==> src/hdl/jss_pkg.sv <==
// Shared constants, types and state codes of the sparse Jacobi sweep block.
package jss_pkg;

  localparam int unsigned MAX_ROWS  = 1024;
  localparam int unsigned FRAC_BITS = 16;

  localparam int unsigned IDX_W  = 10;
  localparam int unsigned WORD_W = 32;
  localparam int unsigned ACC_W  = 64;
  localparam int unsigned ADDR_W = $clog2(MAX_ROWS);
  localparam int unsigned ROWS_W = $clog2(MAX_ROWS) + 1;
  localparam int unsigned CNT_W  = $clog2(WORD_W);

  localparam logic CMD_LOAD    = 1'b0;
  localparam logic CMD_NONZERO = 1'b1;

  localparam logic [WORD_W-1:0] POS_LIMIT = 32'h7FFF_FFFF;
  localparam logic [WORD_W-1:0] NEG_LIMIT = 32'h8000_0000;

  typedef enum logic [7:0] {
    S_IDLE = 8'b0000_0001,
    S_MUL  = 8'b0000_0010,
    S_ACC  = 8'b0000_0100,
    S_NUM  = 8'b0000_1000,
    S_ABS  = 8'b0001_0000,
    S_CHK  = 8'b0010_0000,
    S_DIV  = 8'b0100_0000,
    S_FIN  = 8'b1000_0000
  } seq_state_e;

  typedef struct packed {
    logic              start;
    logic [WORD_W-1:0] rem;
    logic [WORD_W-1:0] low;
    logic [WORD_W-1:0] divisor;
  } div_req_t;

endpackage

==> src/hdl/jss_div.sv <==
// Restoring divider that produces one quotient bit per cycle.
module jss_div (
  input  logic                       clk_i,
  input  logic                       rst_ni,
  input  jss_pkg::div_req_t          req_i,
  output logic [jss_pkg::WORD_W-1:0] quot_o,
  output logic                       done_o
);
  import jss_pkg::*;

  localparam logic [CNT_W-1:0] LastStep = CNT_W'(WORD_W - 1);

  logic [WORD_W-1:0] rem_q, rem_d;
  logic [WORD_W-1:0] low_q, low_d;
  logic [CNT_W-1:0]  cnt_q;
  logic              run_q;
  logic              done_q;
  logic [WORD_W:0]   trial;
  logic [WORD_W:0]   diff;
  logic              take;

  // The partial remainder always stays below the divisor, so one extra bit suffices.
  always_comb begin
    trial = {rem_q, low_q[WORD_W-1]};
    diff  = trial - {1'b0, req_i.divisor};
    take  = trial >= {1'b0, req_i.divisor};
    rem_d = take ? diff[WORD_W-1:0] : trial[WORD_W-1:0];
    low_d = {low_q[WORD_W-2:0], take};
  end

  always_ff @(posedge clk_i or negedge rst_ni) begin
    if (!rst_ni) begin
      run_q  <= 1'b0;
      done_q <= 1'b0;
      cnt_q  <= '0;
    end else begin
      done_q <= 1'b0;
      if (req_i.start) begin
        run_q <= 1'b1;
        cnt_q <= '0;
      end else if (run_q) begin
        cnt_q <= cnt_q + 1'b1;
        if (cnt_q == LastStep) begin
          run_q  <= 1'b0;
          done_q <= 1'b1;
        end
      end
    end
  end

  always_ff @(posedge clk_i) begin
    if (req_i.start) begin
      rem_q <= req_i.rem;
      low_q <= req_i.low;
    end else if (run_q) begin
      rem_q <= rem_d;
      low_q <= low_d;
    end
  end

  assign quot_o = low_q;
  assign done_o = done_q;

endmodule

==> config.mk <==
export PLATFORM = sky130hd
export DESIGN_NAME = jss_div
export DESIGN_NICKNAME = d
export VERILOG_FILES = /design/src/hdl/jss_pkg.sv /design/src/hdl/jss_div.sv
export SDC_FILE = /design/constraint.sdc
export NUM_CORES = 1
export LEC_CHECK = 0
export BUFFER_PORTS_ARGS = -buffer_cell sky130_fd_sc_hd__buf_2
export CAP_MARGIN = 20
export CORE_UTILIZATION = 57
export DETAILED_ROUTE_END_ITERATION = 7
export MAX_ROUTING_LAYER = met4
export PLACE_DENSITY = 0.84
export SYNTH_ARGS = -nofsm -noshare
export SYNTH_HDL_FRONTEND = slang
export SYNTH_SLANG_ARGS = --single-unit
export TNS_END_PERCENT = 50
==> constraint.sdc <==
create_clock -name clk_i -period 8.4 [get_ports clk_i]
set_clock_uncertainty 0.1 [all_clocks]
set_input_delay 0.84 -clock clk_i [delete_from_list [all_inputs] [get_ports clk_i]]
set_output_delay 0.84 -clock clk_i [all_outputs]
set_load 0.02 [all_outputs]
Yosys cells after proc, flatten, opt, wreduce, memory -nomap -nowiden
Index checks and enable logic that the tools add are counted.
{ "op_classes": {"add_sub_neg": 2, "magnitude_cmp": 1, "n_eq_ne": 1, "n_mux": 13, "reduce_logical": 1} }
{ "ops": {"columns": ["operator", "n"], "rows": [
  ["$mux 32", 5],
  ["$ge 33x32->1", 1],
  ["$sub 32x32->32", 1],
  ["$mux 5", 2],
  ["$mux 1", 6],
  ["$add 5x1->5 const B", 1],
  ["$eq 5x5->1 const B", 1],
  ["$reduce_bool 2->1", 1]
]} }
{ "totals": {"reg_bits": 71, "input_bits": 99, "output_inout_bits": 33, "word_cells": 23} }

Logic depth before layout (Yosys ltp)
{ "logic_depth": {"ltp_word": 4, "mapped_depth": 13, "ltp_nobuf": 13} }

Worst setup path before layout
No wires, ideal clock.
{ "synth_path": {"kind": "input to register", "from": "in req_i[0] (netlist name)", "to": "reg rem_q[28] (data pin)", "setup_ns": 0.261, "arrival_ns": 3.294, "required_ns": 8.039, "slack_ns": 4.746, "path_stages": 12, "path_buffers": 0, "path_cell_list": "ha_1 inv_1 fa_1 a21o_1 a221oi_2 o31a_1 o211ai_1 a31o_2 a31oi_1 o21ai_0 xor2_1 a221o_1"} }
{ "synth_between": {"elab_chain_len": 4, "elab_cells_between_ends": 5, "classes_between": "add/sub: 1; order compare: 1; mux: 3"} }
{ "synth_rtl": {"columns": ["item", "line_no", "rtl"], "rows": [
  ["start, declared", "jss_div.sv:5", "input jss_pkg::div_req_t req_i,"],
  ["$sub 32x32->32 / $ge 33x32->1 (equally long branches)", "jss_div.sv:25, jss_div.sv:26", null],
  ["$mux 32 (*)", "jss_div.sv:27", "rem_d = take ? diff[WORD_W-1:0] : trial[WORD_W-1:0];"],
  ["$mux 32 (*)", "jss_div.sv:55", "end else if (run_q) begin"],
  ["$mux 32 (*)", "jss_div.sv:52", "if (req_i.start) begin"],
  ["end signal, assigned", "jss_div.sv:53", "rem_q <= req_i.rem;"],
  ["end signal, assigned", "jss_div.sv:56", "rem_q <= rem_d;"],
  ["end, declared", "jss_div.sv:13", "logic [WORD_W-1:0] rem_q, rem_d;"]
]} }
Mark *: on every way between the ends. The rest lies on a longest branch, timed or not. The select of a mux whose other input is x is not followed.
A chain may end at the register's enable or synchronous reset.

Worst setup path in the final report
{ "layout_path": {"from": "in req_i[2] (netlist name)", "to": "reg rem_q[30] (data pin)"} }
The elaborated chain is that of the path after synthesis.

==> results.cfg <==
[layout]
n_antenna_cell = 0
fin_util_pct = 69.03
drive_above_1_share_pct = 39.49
final_nets = 714
area_delta_synth_final_pct = 17.50

[clock_network]
cts_hold_buffers = 0
cts.path.max_buffers = 2
clk_latency_ns = 0.35
cts_resized = 0
cts_buffers = 9
post-cts-setup-buffer-count = 0
clock-root-buffer = clkbuf_8
path_clk_slew_ns = 0.09
h-tree-depth = 3
cts_tree = done
clock_sinks = 71

[floorplanning]
start_util_pct = 58.75
fp-row-count = 34
die_w_um = 96.58
io_pins = 132
die-area_sq_um = 9327
die_y_um = 96.58
design.core.area_sq_um = 8678

[yosys]
yosys.area.top_type_share_pct = 37.69
ys_async_sr_fraction_pct = 9.859
synth_area_leader_cell = edfxtp_1
synth.area.top_cells = edfxtp_1 (38%), mux2_2 (13%), ha_1 (8.3%)
ys.flop_type = edfxtp_1
synth_warnings = 0
synthesis.nets = 589
ys_ff_latch = 71
avgSynthCellArea_sq_um = 11.21
synthCells = 455
synth_edf_count = 64
ys_types = 52
ys_seq_area_share_pct = 41.13
synth_commonest_cells = edfxtp_1 (64), mux2_2 (58), inv_1 (39), ha_1 (34)
synth_most_common_cell = edfxtp_1
synth_area_sq_um = 5099

[setup_path]
path_class = in -> reg
start_kind = primary input
crit_fanout = 36
end_kind = flip-flop
required_ns = 8.37
crit_arrival_ns = 3.87

[min_path]
min_path_type = in -> async

[routing]
drcViolationCount = 0
via_per_inst = 5.652
ant_nets = 0
drt_wl_total_um = 10840
drt_pass1_iterations = 4
drt_iter0_drc = 173
vias = 3917
avgRoutedWirePerCell_um = 15.65

[sta]
hold_violations = 0
setup_viol = 0
period_needed_ns = 3.900
max_freq_ghz = 0.2564
slew_headroom_pct = 55.48
tightest_slew_ns = 0.6678
rsz0062_at_grt = no
maxSlewViolCount = 0
min_period_over_period_pct = 46.43
setup_tns_ns = 0

[run_status]
status = finished, final reports clean

[placement]
portBuffers = 131
gp_congestion = 0.8949
dp_hpwl_um = 7984

[power]
pwr_density_cell_nw_per_um2 = 328.2
power_frac_comb_pct = 57.0
switching_share_pct = 38.13
irDropWorstVdd_mv = 0.1510
clockPowerShare_pct = 13.6
p_leak_nw = 2.827
internal-power_mw = 1.217
p_switching_uw = 749.7
seqPwrFrac_pct = 29.4

[grt]
grt_pass1_vias = 3813
grt_pass1_wl_um = 16750
antenna_found_initial = 0
grt_usage_pct = 24.05
grt_remaining_overflow = 0
grt_max_degree = 60

[flow_run]
maxCapViolCount = 0
[layout by cell type (no fill, tap or decap), types with 14 or more instances in the layout]
| master | n |
|---|---|
| nand2_1 | 24 |
| mux2_2 | 58 |
| ha_1 | 34 |
| mux2_4 | 15 |
| xor2_1 | 16 |
| edfxtp_1 | 64 |
| o21ai_0 | 15 |
| a21o_1 | 19 |
| xnor2_1 | 14 |
| buf_2 | 131 |
| a21oi_1 | 24 |
| nor2_1 | 18 |
| inv_1 | 39 |
[sequential cells by signal, summed over array words and instances, names as in the netlist]
register	cells
cnt_q	5
done_o	1
rem_q	32
run_q	1
quot_o	32
[cell type report]
cell class	count	area, sq um
clock buffers	9	123.9
clock inverters	7	61.31
fillers	663	2688
inverters	39	146.4
multi-input cells	325	2749
flip-flops and latches	71	2097
well taps	108	135.1
repair buffers	134	678.2
[cell families after synthesis]
| logic type | synth area share, % |
|---|---|
| simple gates | 8.467 |
| flops | 41.13 |
| buf+inv | 4.957 |
| xor+xnor | 5.153 |
| fa+ha+maj | 8.736 |
| mux | 18.60 |
| compound gates | 12.96 |
[critical path: stages]
cell      delay (ns)
buf_2           0.07
inv_1           0.04
ha_1            0.38
a21oi_1         0.12
a21oi_1         0.24
o21ai_0         0.14
a211oi_1        0.30
o21ai_1         0.17
a21boi_2        0.20
a211o_1         0.14
buf_4           0.45
nor2b_1         0.60
a221oi_1        0.17
[power groups by stage]
stage               clock network [mW]  registers, mW  logic [mW]
global route                     0.283          0.590        1.23
floorplan                            0          0.591       0.915
finish                           0.267          0.578        1.12
CTS                              0.273          0.578        1.12
global placement                     0          0.580        1.09
detailed placement                   0          0.585        1.11
[per-stage QoR]
step / hold WS (ns) / power [mW] / worst slack, ns / instances / cell area, sq um
finish: 0.1991 / 1.966 / 4.500 / 693 / 5991
global route: 0.2053 / 2.105 / 4.282 / 693 / 5991
CTS: 0.1880 / 1.969 / 4.553 / 693 / 5991
detailed placement: 0.4256 / 1.695 / 4.202 / 677 / 5806
global placement: 0.4125 / 1.669 / 4.354 / 677 / 5806
floorplan: 0.3929 / 1.506 / 4.746 / 455 / 5099
[metal layers]
metal / global-route usage (%) / vias to the layer above / part of all wire, %
met5: - / - / 0
met4: 8.333 / 0 / 1.4
met3: 3.756 / 17 / 4.5
met2: 39.14 / 114 / 50
met1: 30.59 / 1848 / 44
li1: - / 1938 / -
[worst paths after layout]
kind | from | end | slack, ns | depth (start not counted)
max in group asynchronous | rst_ni | cnt_q[2]$_DFFE_PN0P_ | 7.84 | 1
worst min register to register | cnt_q[4]$_DFFE_PN0P_ | cnt_q[4]$_DFFE_PN0P_ | 0.45 | 2
worst max-delay path | req_i[2] | rem_q[30]$_DFFE_PP_ | 4.50 | 13
min in group clk_i | cnt_q[4]$_DFFE_PN0P_ | cnt_q[4]$_DFFE_PN0P_ | 0.45 | 2
worst max register to register | rem_q[1]$_DFFE_PP_ | rem_q[30]$_DFFE_PP_ | 4.70 | 11
worst min-delay path | rst_ni | cnt_q[1]$_DFFE_PN0P_ | 0.20 | 1
No activity file was read; power rests on OpenSTA's default activity.
